## config.mk

```make
export PLATFORM = sky130hd
export DESIGN_NAME = address_claim_responder_unit_flat
export DESIGN_NICKNAME = d
export VERILOG_FILES = /design/src/hdl/acr_pkg.sv /design/src/hdl/acr_req_if.sv /design/src/hdl/acr_rsp_if.sv /design/src/hdl/acr_claim_core.sv /design/src/hdl/address_claim_responder_unit.sv /design/src/flat_wrapper.sv
export VERILOG_INCLUDE_DIRS = /design/src /design/src/hdl
export SDC_FILE = /design/constraint.sdc
export NUM_CORES = 1
export LEC_CHECK = 0
export ABC_AREA = 1
export BUFFER_PORTS_ARGS = -buffer_cell sky130_fd_sc_hd__buf_4
export CAP_MARGIN = 20
export CORE_ASPECT_RATIO = 0.6
export CORE_UTILIZATION = 58
export CTS_BUF_LIST = sky130_fd_sc_hd__clkbuf_4 sky130_fd_sc_hd__clkbuf_8
export CTS_CLUSTER_SIZE = 10
export DETAILED_ROUTE_END_ITERATION = 10
export PLACE_DENSITY_LB_ADDON = 0.1
export SLEW_MARGIN = 25
export SYNTH_ARGS = -nofsm -noshare
export SYNTH_HDL_FRONTEND = slang
export SYNTH_SLANG_ARGS = --single-unit
```

## constraint.sdc

```tcl
create_clock -name clock -period 5.3 [get_ports clock]
set_clock_uncertainty 0.2 [all_clocks]
set_input_delay 0.53 -clock clock [delete_from_list [all_inputs] [get_ports clock]]
set_output_delay 0.53 -clock clock [all_outputs]
set_load 0.05 [all_outputs]
```

## src/hdl/address_claim_responder_unit_assert.svh

```systemverilog
// Assertion macros for the address claim responder.
`ifndef ADDRESS_CLAIM_RESPONDER_UNIT_ASSERT_SVH
`define ADDRESS_CLAIM_RESPONDER_UNIT_ASSERT_SVH
`ifndef SYNTH
// Same-cycle implication, sampled on clock, disabled in reset.
`define ACR_ASSERT_NOW(label, ante, cons, msg) \
   label: assert property (@(posedge clock) disable iff (reset) (ante) |-> (cons)) \
      else $error(msg);
// Next-cycle implication, sampled on clock, disabled in reset.
`define ACR_ASSERT_NEXT(label, ante, cons, msg) \
   label: assert property (@(posedge clock) disable iff (reset) (ante) |=> (cons)) \
      else $error(msg);
`else
`define ACR_ASSERT_NOW(label, ante, cons, msg)
`define ACR_ASSERT_NEXT(label, ante, cons, msg)
`endif
`endif

```

## src/hdl/acr_pkg.sv

```systemverilog
// Types and constants shared by the address claim responder.
package acr_pkg;

   localparam logic [1:0] CMD_INITIAL_CLAIM = 2'd0;
   localparam logic [1:0] CMD_REQUEST_CLAIM = 2'd1;
   localparam logic [1:0] CMD_COMPETING     = 2'd2;

   localparam logic [1:0] ST_OK      = 2'd0;
   localparam logic [1:0] ST_NO_TX   = 2'd1;
   localparam logic [1:0] ST_NO_ADDR = 2'd2;

   localparam logic CSR_OWN_NAME    = 1'b0;
   localparam logic CSR_OWN_ADDRESS = 1'b1;

   localparam logic [2:0] PRIO_CLAIM      = 3'd6;
   localparam logic [7:0] PF_ADDR_CLAIMED = 8'd238;
   localparam logic [7:0] PS_GLOBAL       = 8'd255;
   localparam logic [7:0] ADDR_NULL       = 8'd254;
   localparam logic [7:0] TIMER_TICKS     = 8'd250;
   localparam logic [7:0] ADDR_HIGH_BIT   = 8'h80;
   localparam logic [7:0] ADDR_FREE_LOW   = 8'hF8;
   localparam logic [7:0] ADDR_FREE_HIGH  = 8'hFD;

   typedef struct packed {
      logic       cannot_claim;
      logic       waiting_contention;
      logic       timer_enabled;
      logic [7:0] timer_load;
      logic       release_flag;
   } acr_state_type;

   typedef struct packed {
      logic        frame_valid;
      logic [2:0]  frame_priority;
      logic [7:0]  frame_pdu_format;
      logic [7:0]  frame_pdu_specific;
      logic [7:0]  frame_source;
      logic [63:0] frame_data;
      logic [1:0]  status;
      logic        cannot_claim_now;
      logic        waiting_now;
      logic        timer_start;
      logic        release_now;
   } acr_result_type;

endpackage

```

## src/hdl/acr_req_if.sv

```systemverilog
// Event channel into the address claim responder.
interface acr_req_if;
   logic        valid;
   logic        ready;
   logic [1:0]  command;
   logic [63:0] other_name;
   logic        tx_accepted;

   modport source (output valid, output command, output other_name, output tx_accepted,
                   input ready);
   modport sink (input valid, input command, input other_name, input tx_accepted,
                 output ready);
endinterface

```

## src/hdl/acr_rsp_if.sv

```systemverilog
// Result channel out of the address claim responder.
interface acr_rsp_if;
   logic        valid;
   logic        ready;
   logic        frame_valid;
   logic [2:0]  frame_priority;
   logic [7:0]  frame_pdu_format;
   logic [7:0]  frame_pdu_specific;
   logic [7:0]  frame_source;
   logic [63:0] frame_data;
   logic [1:0]  status;
   logic        cannot_claim_now;
   logic        waiting_now;
   logic        timer_start;
   logic        release_now;

   modport source (output valid, output frame_valid, output frame_priority,
                   output frame_pdu_format, output frame_pdu_specific, output frame_source,
                   output frame_data, output status, output cannot_claim_now,
                   output waiting_now, output timer_start, output release_now,
                   input ready);
   modport sink (input valid, input frame_valid, input frame_priority,
                 input frame_pdu_format, input frame_pdu_specific, input frame_source,
                 input frame_data, input status, input cannot_claim_now,
                 input waiting_now, input timer_start, input release_now,
                 output ready);
endinterface

```

## src/hdl/acr_claim_core.sv

```systemverilog
// Claim decision logic: result word and next node state for one event.
module acr_claim_core (
   input  logic [1:0]             command,
   input  logic [63:0]            other_name,
   input  logic                   tx_accepted,
   input  logic [63:0]            own_name,
   input  logic [7:0]             own_address,
   input  acr_pkg::acr_state_type state_cur,
   output acr_pkg::acr_state_type state_nxt,
   output acr_pkg::acr_result_type result
);

   // Byte 0 decides first, so put it in the most significant place.
   function automatic logic [63:0] byte_rev(input logic [63:0] v);
      logic [63:0] r;
      for (int i = 0; i < 8; i++) begin
         r[8*(7-i) +: 8] = v[8*i +: 8];
      end
      return r;
   endfunction

   logic       name_lower;
   logic       addr_free;
   logic       valid;
   logic [7:0] src;
   logic [1:0] status;
   logic       tstart;

   assign name_lower = byte_rev(own_name) < byte_rev(other_name);
   assign addr_free  = ((own_address & acr_pkg::ADDR_HIGH_BIT) == 8'd0) ||
                       ((own_address >= acr_pkg::ADDR_FREE_LOW) &&
                        (own_address <= acr_pkg::ADDR_FREE_HIGH));

   always_comb begin
      state_nxt = state_cur;
      valid     = 1'b0;
      src       = 8'd0;
      status    = acr_pkg::ST_OK;
      tstart    = 1'b0;
      case (command)
         acr_pkg::CMD_INITIAL_CLAIM: begin
            if (own_address == acr_pkg::ADDR_NULL) begin
               status = acr_pkg::ST_NO_ADDR;
            end else begin
               state_nxt.cannot_claim = 1'b1;
               valid = 1'b1;
               src   = own_address;
               if (tx_accepted) begin
                  tstart = 1'b1;
               end else begin
                  status = acr_pkg::ST_NO_TX;
               end
            end
         end
         acr_pkg::CMD_REQUEST_CLAIM: begin
            valid = 1'b1;
            src   = state_cur.cannot_claim ? acr_pkg::ADDR_NULL : own_address;
            if (!tx_accepted) begin
               status = acr_pkg::ST_NO_TX;
            end
         end
         acr_pkg::CMD_COMPETING: begin
            valid = 1'b1;
            if (!name_lower) begin
               src = acr_pkg::ADDR_NULL;
               if (tx_accepted) begin
                  state_nxt.release_flag = 1'b1;
               end else begin
                  status = acr_pkg::ST_NO_TX;
               end
            end else begin
               src = own_address;
               if (!tx_accepted) begin
                  status = acr_pkg::ST_NO_TX;
               end else if (addr_free) begin
                  state_nxt.cannot_claim = 1'b0;
               end else begin
                  tstart = 1'b1;
               end
            end
         end
         default: begin
         end
      endcase
      if (tstart) begin
         state_nxt.waiting_contention = 1'b1;
         state_nxt.timer_load         = acr_pkg::TIMER_TICKS;
         state_nxt.timer_enabled      = 1'b1;
         state_nxt.release_flag       = 1'b0;
      end
   end

   always_comb begin
      result.frame_valid        = valid;
      result.frame_priority     = valid ? acr_pkg::PRIO_CLAIM : 3'd0;
      result.frame_pdu_format   = valid ? acr_pkg::PF_ADDR_CLAIMED : 8'd0;
      result.frame_pdu_specific = valid ? acr_pkg::PS_GLOBAL : 8'd0;
      result.frame_source       = valid ? src : 8'd0;
      result.frame_data         = valid ? own_name : 64'd0;
      result.status             = status;
      result.cannot_claim_now   = state_nxt.cannot_claim;
      result.waiting_now        = state_nxt.waiting_contention;
      result.timer_start        = tstart;
      result.release_now        = state_nxt.release_flag;
   end

endmodule

```

## src/hdl/address_claim_responder_unit.sv

```systemverilog
// Top level of the J1939 address claim responder.
// Path: an accepted word is held in the input register, decided from it, and shows on
// rsp_ch from the result register, where it stays until rsp_ch takes it.
// Throughput: one event word per cycle while rsp_ch is ready; while a result word waits,
// the input register takes at most one more word and then holds req_ch.ready low.
// Reset (synchronous, active high): flags to cannot-claim set, others clear; own_name 0,
// own_address 254; both pipeline stages empty.
`include "address_claim_responder_unit_assert.svh"

module address_claim_responder_unit (
   input  logic        clock,
   input  logic        reset,
   acr_req_if.sink     req_ch,
   acr_rsp_if.source   rsp_ch,
   input  logic        csr_we,
   input  logic        csr_index,
   input  logic [63:0] csr_wdata
);

   // Configuration registers.
   logic [63:0] own_name_ff,    own_name_in;
   logic [7:0]  own_address_ff, own_address_in;

   // Input stage: holds one event word.
   logic        s1_valid_ff,   s1_valid_in;
   logic [1:0]  s1_command_ff, s1_command_in;
   logic [63:0] s1_other_ff,   s1_other_in;
   logic        s1_acc_ff,     s1_acc_in;

   // Result stage: holds one result word.
   logic                    s2_valid_ff, s2_valid_in;
   acr_pkg::acr_result_type s2_result_ff, s2_result_in;

   // Node state.
   acr_pkg::acr_state_type state_ff, state_in;
   acr_pkg::acr_state_type state_nxt;
   acr_pkg::acr_result_type core_result;

   logic req_fire;
   logic s2_load;
   logic s1_fire;

   // Result stage frees when empty or when its word is taken this cycle.
   assign s2_load      = !s2_valid_ff || rsp_ch.ready;
   assign s1_fire      = s1_valid_ff && s2_load;
   assign req_ch.ready = !s1_valid_ff || s2_load;
   assign req_fire     = req_ch.valid && req_ch.ready;

   acr_claim_core u_core (
      .command     (s1_command_ff),
      .other_name  (s1_other_ff),
      .tx_accepted (s1_acc_ff),
      .own_name    (own_name_ff),
      .own_address (own_address_ff),
      .state_cur   (state_ff),
      .state_nxt   (state_nxt),
      .result      (core_result)
   );

   always_comb begin
      // Write configuration only when the index matches.
      own_name_in    = own_name_ff;
      own_address_in = own_address_ff;
      if (csr_we) begin
         case (csr_index)
            acr_pkg::CSR_OWN_NAME:    own_name_in    = csr_wdata;
            acr_pkg::CSR_OWN_ADDRESS: own_address_in = csr_wdata[7:0];
            default: begin
            end
         endcase
      end

      // Load the input stage on a new word, drop it when it moves on.
      s1_valid_in   = req_fire ? 1'b1 : (s1_fire ? 1'b0 : s1_valid_ff);
      s1_command_in = req_fire ? req_ch.command     : s1_command_ff;
      s1_other_in   = req_fire ? req_ch.other_name  : s1_other_ff;
      s1_acc_in     = req_fire ? req_ch.tx_accepted : s1_acc_ff;

      // Advance the decision into the result stage; hold it while stalled.
      s2_valid_in  = s1_fire ? 1'b1 : (s2_valid_ff && !rsp_ch.ready);
      s2_result_in = s1_fire ? core_result : s2_result_ff;

      // Commit the node state only as the event leaves the input stage, so the
      // next word sees it.
      state_in = s1_fire ? state_nxt : state_ff;
   end

   always_ff @(posedge clock) begin
      if (reset) begin
         own_name_ff                 <= 64'd0;
         own_address_ff              <= acr_pkg::ADDR_NULL;
         s1_valid_ff                 <= 1'b0;
         s2_valid_ff                 <= 1'b0;
         state_ff.cannot_claim       <= 1'b1;
         state_ff.waiting_contention <= 1'b0;
         state_ff.timer_enabled      <= 1'b0;
         state_ff.timer_load         <= 8'd0;
         state_ff.release_flag       <= 1'b0;
      end else begin
         own_name_ff    <= own_name_in;
         own_address_ff <= own_address_in;
         s1_valid_ff    <= s1_valid_in;
         s2_valid_ff    <= s2_valid_in;
         state_ff       <= state_in;
      end
   end

   // Payload registers need no reset.
   always_ff @(posedge clock) begin
      s1_command_ff <= s1_command_in;
      s1_other_ff   <= s1_other_in;
      s1_acc_ff     <= s1_acc_in;
      s2_result_ff  <= s2_result_in;
   end

   assign rsp_ch.valid              = s2_valid_ff;
   assign rsp_ch.frame_valid        = s2_result_ff.frame_valid;
   assign rsp_ch.frame_priority     = s2_result_ff.frame_priority;
   assign rsp_ch.frame_pdu_format   = s2_result_ff.frame_pdu_format;
   assign rsp_ch.frame_pdu_specific = s2_result_ff.frame_pdu_specific;
   assign rsp_ch.frame_source       = s2_result_ff.frame_source;
   assign rsp_ch.frame_data         = s2_result_ff.frame_data;
   assign rsp_ch.status             = s2_result_ff.status;
   assign rsp_ch.cannot_claim_now   = s2_result_ff.cannot_claim_now;
   assign rsp_ch.waiting_now        = s2_result_ff.waiting_now;
   assign rsp_ch.timer_start        = s2_result_ff.timer_start;
   assign rsp_ch.release_now        = s2_result_ff.release_now;

   `ACR_ASSERT_NOW(a_timer_flags, rsp_ch.valid && rsp_ch.timer_start, rsp_ch.waiting_now && !rsp_ch.release_now, "timer start without waiting set and release clear")
   `ACR_ASSERT_NOW(a_no_addr_quiet, rsp_ch.valid && (rsp_ch.status == acr_pkg::ST_NO_ADDR), !rsp_ch.frame_valid && !rsp_ch.timer_start, "frame or timer on a missing address")
   `ACR_ASSERT_NEXT(a_s1_hold, s1_valid_ff && !s2_load, s1_valid_ff, "input stage word lost under stall")
   `ACR_ASSERT_NEXT(a_state_quiet, !s1_fire, $stable(state_ff), "node state moved without an event")

endmodule
```

## src/flat_wrapper.sv

```systemverilog
// flat-port wrapper written by rule: the top's interface ports become plain ports
module address_claim_responder_unit_flat 
  (clock, reset, csr_we, csr_index, csr_wdata, req_ch_valid, req_ch_command, req_ch_other_name, req_ch_tx_accepted, req_ch_ready, rsp_ch_valid, rsp_ch_frame_valid, rsp_ch_frame_priority, rsp_ch_frame_pdu_format, rsp_ch_frame_pdu_specific, rsp_ch_frame_source, rsp_ch_frame_data, rsp_ch_status, rsp_ch_cannot_claim_now, rsp_ch_waiting_now, rsp_ch_timer_start, rsp_ch_release_now, rsp_ch_ready);
  acr_req_if req_ch_i ();
  acr_rsp_if rsp_ch_i ();
  input  logic clock;
  input  logic reset;
  input  logic csr_we;
  input  logic csr_index;
  input  logic [63:0] csr_wdata;
  input wire logic [$bits(req_ch_i.valid)-1:0] req_ch_valid;
  input wire logic [$bits(req_ch_i.command)-1:0] req_ch_command;
  input wire logic [$bits(req_ch_i.other_name)-1:0] req_ch_other_name;
  input wire logic [$bits(req_ch_i.tx_accepted)-1:0] req_ch_tx_accepted;
  output wire logic [$bits(req_ch_i.ready)-1:0] req_ch_ready;
  output wire logic [$bits(rsp_ch_i.valid)-1:0] rsp_ch_valid;
  output wire logic [$bits(rsp_ch_i.frame_valid)-1:0] rsp_ch_frame_valid;
  output wire logic [$bits(rsp_ch_i.frame_priority)-1:0] rsp_ch_frame_priority;
  output wire logic [$bits(rsp_ch_i.frame_pdu_format)-1:0] rsp_ch_frame_pdu_format;
  output wire logic [$bits(rsp_ch_i.frame_pdu_specific)-1:0] rsp_ch_frame_pdu_specific;
  output wire logic [$bits(rsp_ch_i.frame_source)-1:0] rsp_ch_frame_source;
  output wire logic [$bits(rsp_ch_i.frame_data)-1:0] rsp_ch_frame_data;
  output wire logic [$bits(rsp_ch_i.status)-1:0] rsp_ch_status;
  output wire logic [$bits(rsp_ch_i.cannot_claim_now)-1:0] rsp_ch_cannot_claim_now;
  output wire logic [$bits(rsp_ch_i.waiting_now)-1:0] rsp_ch_waiting_now;
  output wire logic [$bits(rsp_ch_i.timer_start)-1:0] rsp_ch_timer_start;
  output wire logic [$bits(rsp_ch_i.release_now)-1:0] rsp_ch_release_now;
  input wire logic [$bits(rsp_ch_i.ready)-1:0] rsp_ch_ready;
  assign req_ch_i.valid = req_ch_valid;
  assign req_ch_i.command = req_ch_command;
  assign req_ch_i.other_name = req_ch_other_name;
  assign req_ch_i.tx_accepted = req_ch_tx_accepted;
  assign req_ch_ready = req_ch_i.ready;
  assign rsp_ch_valid = rsp_ch_i.valid;
  assign rsp_ch_frame_valid = rsp_ch_i.frame_valid;
  assign rsp_ch_frame_priority = rsp_ch_i.frame_priority;
  assign rsp_ch_frame_pdu_format = rsp_ch_i.frame_pdu_format;
  assign rsp_ch_frame_pdu_specific = rsp_ch_i.frame_pdu_specific;
  assign rsp_ch_frame_source = rsp_ch_i.frame_source;
  assign rsp_ch_frame_data = rsp_ch_i.frame_data;
  assign rsp_ch_status = rsp_ch_i.status;
  assign rsp_ch_cannot_claim_now = rsp_ch_i.cannot_claim_now;
  assign rsp_ch_waiting_now = rsp_ch_i.waiting_now;
  assign rsp_ch_timer_start = rsp_ch_i.timer_start;
  assign rsp_ch_release_now = rsp_ch_i.release_now;
  assign rsp_ch_i.ready = rsp_ch_ready;
  address_claim_responder_unit u_core (.clock(clock), .reset(reset), .req_ch(req_ch_i), .rsp_ch(rsp_ch_i), .csr_we(csr_we), .csr_index(csr_index), .csr_wdata(csr_wdata));
endmodule
```

==> qor.csv <==
metric;value;unit
ys_seq_area_share;62.0;%
finalHoldViolations;0;
start_util;60.8;%
endpoint;u_core.rsp_ch.frame_source[5]$_SDFFCE_PN0P_;
critical_path_required;5.31;ns
syn_area_per_cell;10.6;µm²
pwr_density_cell;323;nW/µm²
crit_type;reg2reg;
ir_worst_vdd;0.217;mV
cp_max_fo;42;
cts_buffer_depth;3;
postRouteWirelength;22.7;mm
crit_path_end_kind;register;
grt_pass1_wl;34.9;mm
period_needed;2.74;ns
place_area;11300;µm²
detail-route-antenna-nets;0;
dp_slack;2.48;ns
drc;0;
cts-resized-gates;0;
final_max_slew_viol_count;0;
final-setup-viol-count;0;
ys_async_sr_fraction;0;%
grt_pass1_vias;6997;
rows;35;
fmax;0.365;GHz
synth_edf_count;146;
track_usage;26.6;%
drt_iter0_markers;598;
fin_nets;1396;
port_buffers;233;
grt_antenna_before_repair;0;
p_clk_share;35.4;%
synth_seq_cells;223;
grt_max_degree;73;
cp-startpoint;u_core.own_address_ff[7]$_SDFFE_PP1P_;
critPathArrivalTime;2.75;ns
drv_cap;0;
p_int;2.98;mW
fillers;985;
p_sw;1.09;mW
wire_per_inst;16.0;µm
vias_per_cell;5.10;
clock_latency;0.49;ns
dp_hpwl;15.0;mm
diodes;0;
die_y;101;µm
die_w;168;µm
critical_path.cell_chain;nand4_1, nor4_2, nor2_1, nor2_1, nor2_2, inv_2, buf_4, a21oi_1;
synth_area_leader_cell;edfxtp_1;
hold_class;in2reg;
seq_power_share;49.4;%
finalSetupTns;0;ns
crit_top_cell;nor2_1;
post-route-period-util;51.6;%
path_clk_slew;0.07;ns
core;15700;µm²
p_leak;5.75;nW
cts-root-buf;clkbuf_8;
critPathLaunchType;register;
max_stage_delay;0.53;ns
whs;0.0275;ns
numClockSinks;223;
reg2reg_setup_slack;2.56;ns
power.share.combinational;15.2;%
area_growth_syn_to_layout;31.7;%
synthCells;904;
synthTopCellsByArea;edfxtp_1 (46%), dfxtp_1 (16%), ha_1 (8.8%);
htree_levels;2;
dp_cells;1299;
synth_area;9560;µm²
critical_path.slowest_cell;buf_4;
pin_count;237;
rsz0062_at_grt;false;
outcome;completed;
fin_ws;2.56;ns
synth_top_area_share;45.9;%
rr_endpoint;u_core.rsp_ch.frame_source[5]$_SDFFCE_PN0P_;
die-area;17000;µm²
p_sw_share;26.8;%
slew_headroom;30.6;%
worstReg2RegStart;u_core.own_address_ff[7]$_SDFFE_PP1P_;
grt_overflow;0;
design_area;12600;µm²
synth-warning-count;0;
cts_made_buffers;34;
finalNonFillerCells;1420;
ff2ff_path_depth;8;
cts_tree;done;
worstMarginPinSlew;1.04;ns
register_area;5930;µm²
globalplace.congestion;0.804;
first_pass_iters;5;
yosys_most_used_dff;edfxtp_1;
vias;7237;
drive_gt1_share;26.2;%
yosysUniqueCellTypes;29;
multi_input_area;2740;µm²
==> power groups by stage <==
stage          sequential, mW  combinational, mW  clock, mW
5_1_grt                  2.02              0.674       1.55
6_report                 2.01              0.618       1.44
3_3_place_gp             2.04              0.564          0
3_5_place_dp             2.05              0.576          0
2_1_floorplan            2.14              0.287          0
4_1_cts                  2.01              0.606       1.46
==> kinds of logic after synthesis <==
family	after synthesis	synth area share, %
and+or+nand+nor	217	9.55
other	1	0.0392
AOI/OAI and AO/OA	189	10.2
DFF	223	62.0
buffers and inverters	207	9.42
adders and majority gates	67	8.77
==> cells in the mapped netlist (all sizes together) (2+ instances only) <==
library cell / number
dfxtp: 77
clkinv: 2
nand2: 92
edfxtp: 146
nand4: 5
nor3: 5
o21ai: 74
nor2: 93
clkbuf: 21
inv: 158
ha: 67
buf: 26
nand3: 20
a21oi: 111
==> critical path, delay by kind of cell, from the launching register on <==
kind,cells,cell delay (ns)
flip-flops,1,0.40
AO/OA/AOI/OAI,1,0.10
AND/OR/NAND/NOR,5,0.72
buffers and inverters,2,0.98
==> through the flow <==
step,power (mW),util (%)
floorplan,2.42,-
global placement,2.61,71.9
detailed placement,2.62,71.9
CTS,4.07,79.1
global route,4.24,80.1
finish,4.07,80.1
==> how the worst min path moves through the flow <==
stage / from / end / slack (ns) / cells past startpoint
final: req_ch_other_name[12] / u_core.s1_other_ff[12]$_DFFE_PP_ / 0.03 / 1
after detailed placement: u_core.own_name_ff[56]$_SDFFE_PP0P_ / u_core.own_name_ff[56]$_SDFFE_PP0P_ / 0.26 / 2
after global placement: u_core.own_name_ff[56]$_SDFFE_PP0P_ / u_core.own_name_ff[56]$_SDFFE_PP0P_ / 0.25 / 2
after global routing: req_ch_other_name[12] / u_core.s1_other_ff[12]$_DFFE_PP_ / 0.0005 / 1
after floorplan: u_core.own_name_ff[56]$_SDFFE_PP0P_ / u_core.own_name_ff[56]$_SDFFE_PP0P_ / 0.23 / 2
after CTS: req_ch_tx_accepted / u_core.s1_acc_ff$_DFFE_PP_ / 0.0009 / 1
==> what timing repair did <==
item,in CTS,in global routing
hold buffers,45,15
endpoints found under the setup margin,0,0
setup buffers,0,0
endpoints found under the hold margin,45,15
==> cells in the final DEF (no fill, tap or decap) <==
| master | synthesis | final |
|---|---|---|
| a211oi_2 | 1 | 1 |
| a21o_1 | 1 | 1 |
| a21oi_1 | 108 | 108 |
| a21oi_2 | 2 | 2 |
| a21oi_4 | 1 | 1 |
| buf_4 | 19 | 237 |
| clkbuf_4 | 0 | 16 |
| clkbuf_8 | 0 | 39 |
| clkinv_1 | 2 | 4 |
| clkinv_2 | 0 | 4 |
| clkinvlp_4 | 0 | 1 |
| conb_1 | 1 | 3 |
| dfxtp_1 | 77 | 77 |
| dlygate4sd3_1 | 0 | 60 |
| edfxtp_1 | 146 | 146 |
| ha_1 | 67 | 67 |
| inv_1 | 155 | 152 |
| inv_2 | 3 | 4 |
| inv_4 | 0 | 1 |
| nand2_1 | 87 | 87 |
| nand2_2 | 5 | 5 |
| nand3_1 | 17 | 17 |
| nand3_2 | 3 | 3 |
| nand4_1 | 5 | 5 |
| nor2_1 | 91 | 91 |
| nor2_2 | 2 | 2 |
| nor3_1 | 3 | 3 |
| nor3_2 | 2 | 2 |
| nor3b_1 | 1 | 1 |
| nor4_2 | 1 | 1 |
| o211ai_1 | 1 | 1 |
| o21a_1 | 1 | 1 |
| o21ai_0 | 74 | 74 |
==> area by class of cell <==
cell class	count	area share (%)
Timing Repair Buffer	297	18.9
Inverter	160	4.81
Multi-Input combinational cell	476	21.8
Clock buffer	55	5.22
Clock inverter	6	0.229
Tap cell	203	2.02
Sequential cell	223	47.1
==> flip-flops by register name, indices dropped and copies added (netlist names) <==
register,cells
u_core.rsp_ch.waiting_now,1
u_core.rsp_ch.release_now,1
u_core.s1_valid_ff,1
u_core.own_address_ff,8
u_core.s1_other_ff,64
u_core.s1_command_ff,2
u_core.rsp_ch.frame_pdu_specific,1
u_core.s1_acc_ff,1
u_core.own_name_ff,64
u_core.rsp_ch.status,2
u_core.rsp_ch.timer_start,1
u_core.rsp_ch.frame_source,8
u_core.rsp_ch.cannot_claim_now,1
u_core.rsp_ch.frame_data,64
u_core.state_ff,3
u_core.rsp_ch.valid,1
==> metal layers <==
layer	up-vias	GRT usage (%)	wire, µm
met5	-	0	0
met4	0	6.77	299
met3	26	6.72	1930
met2	304	42.5	10200
met1	3354	36.9	10300
li1	3553	-	-
Power figures use the tool's default switching activity.
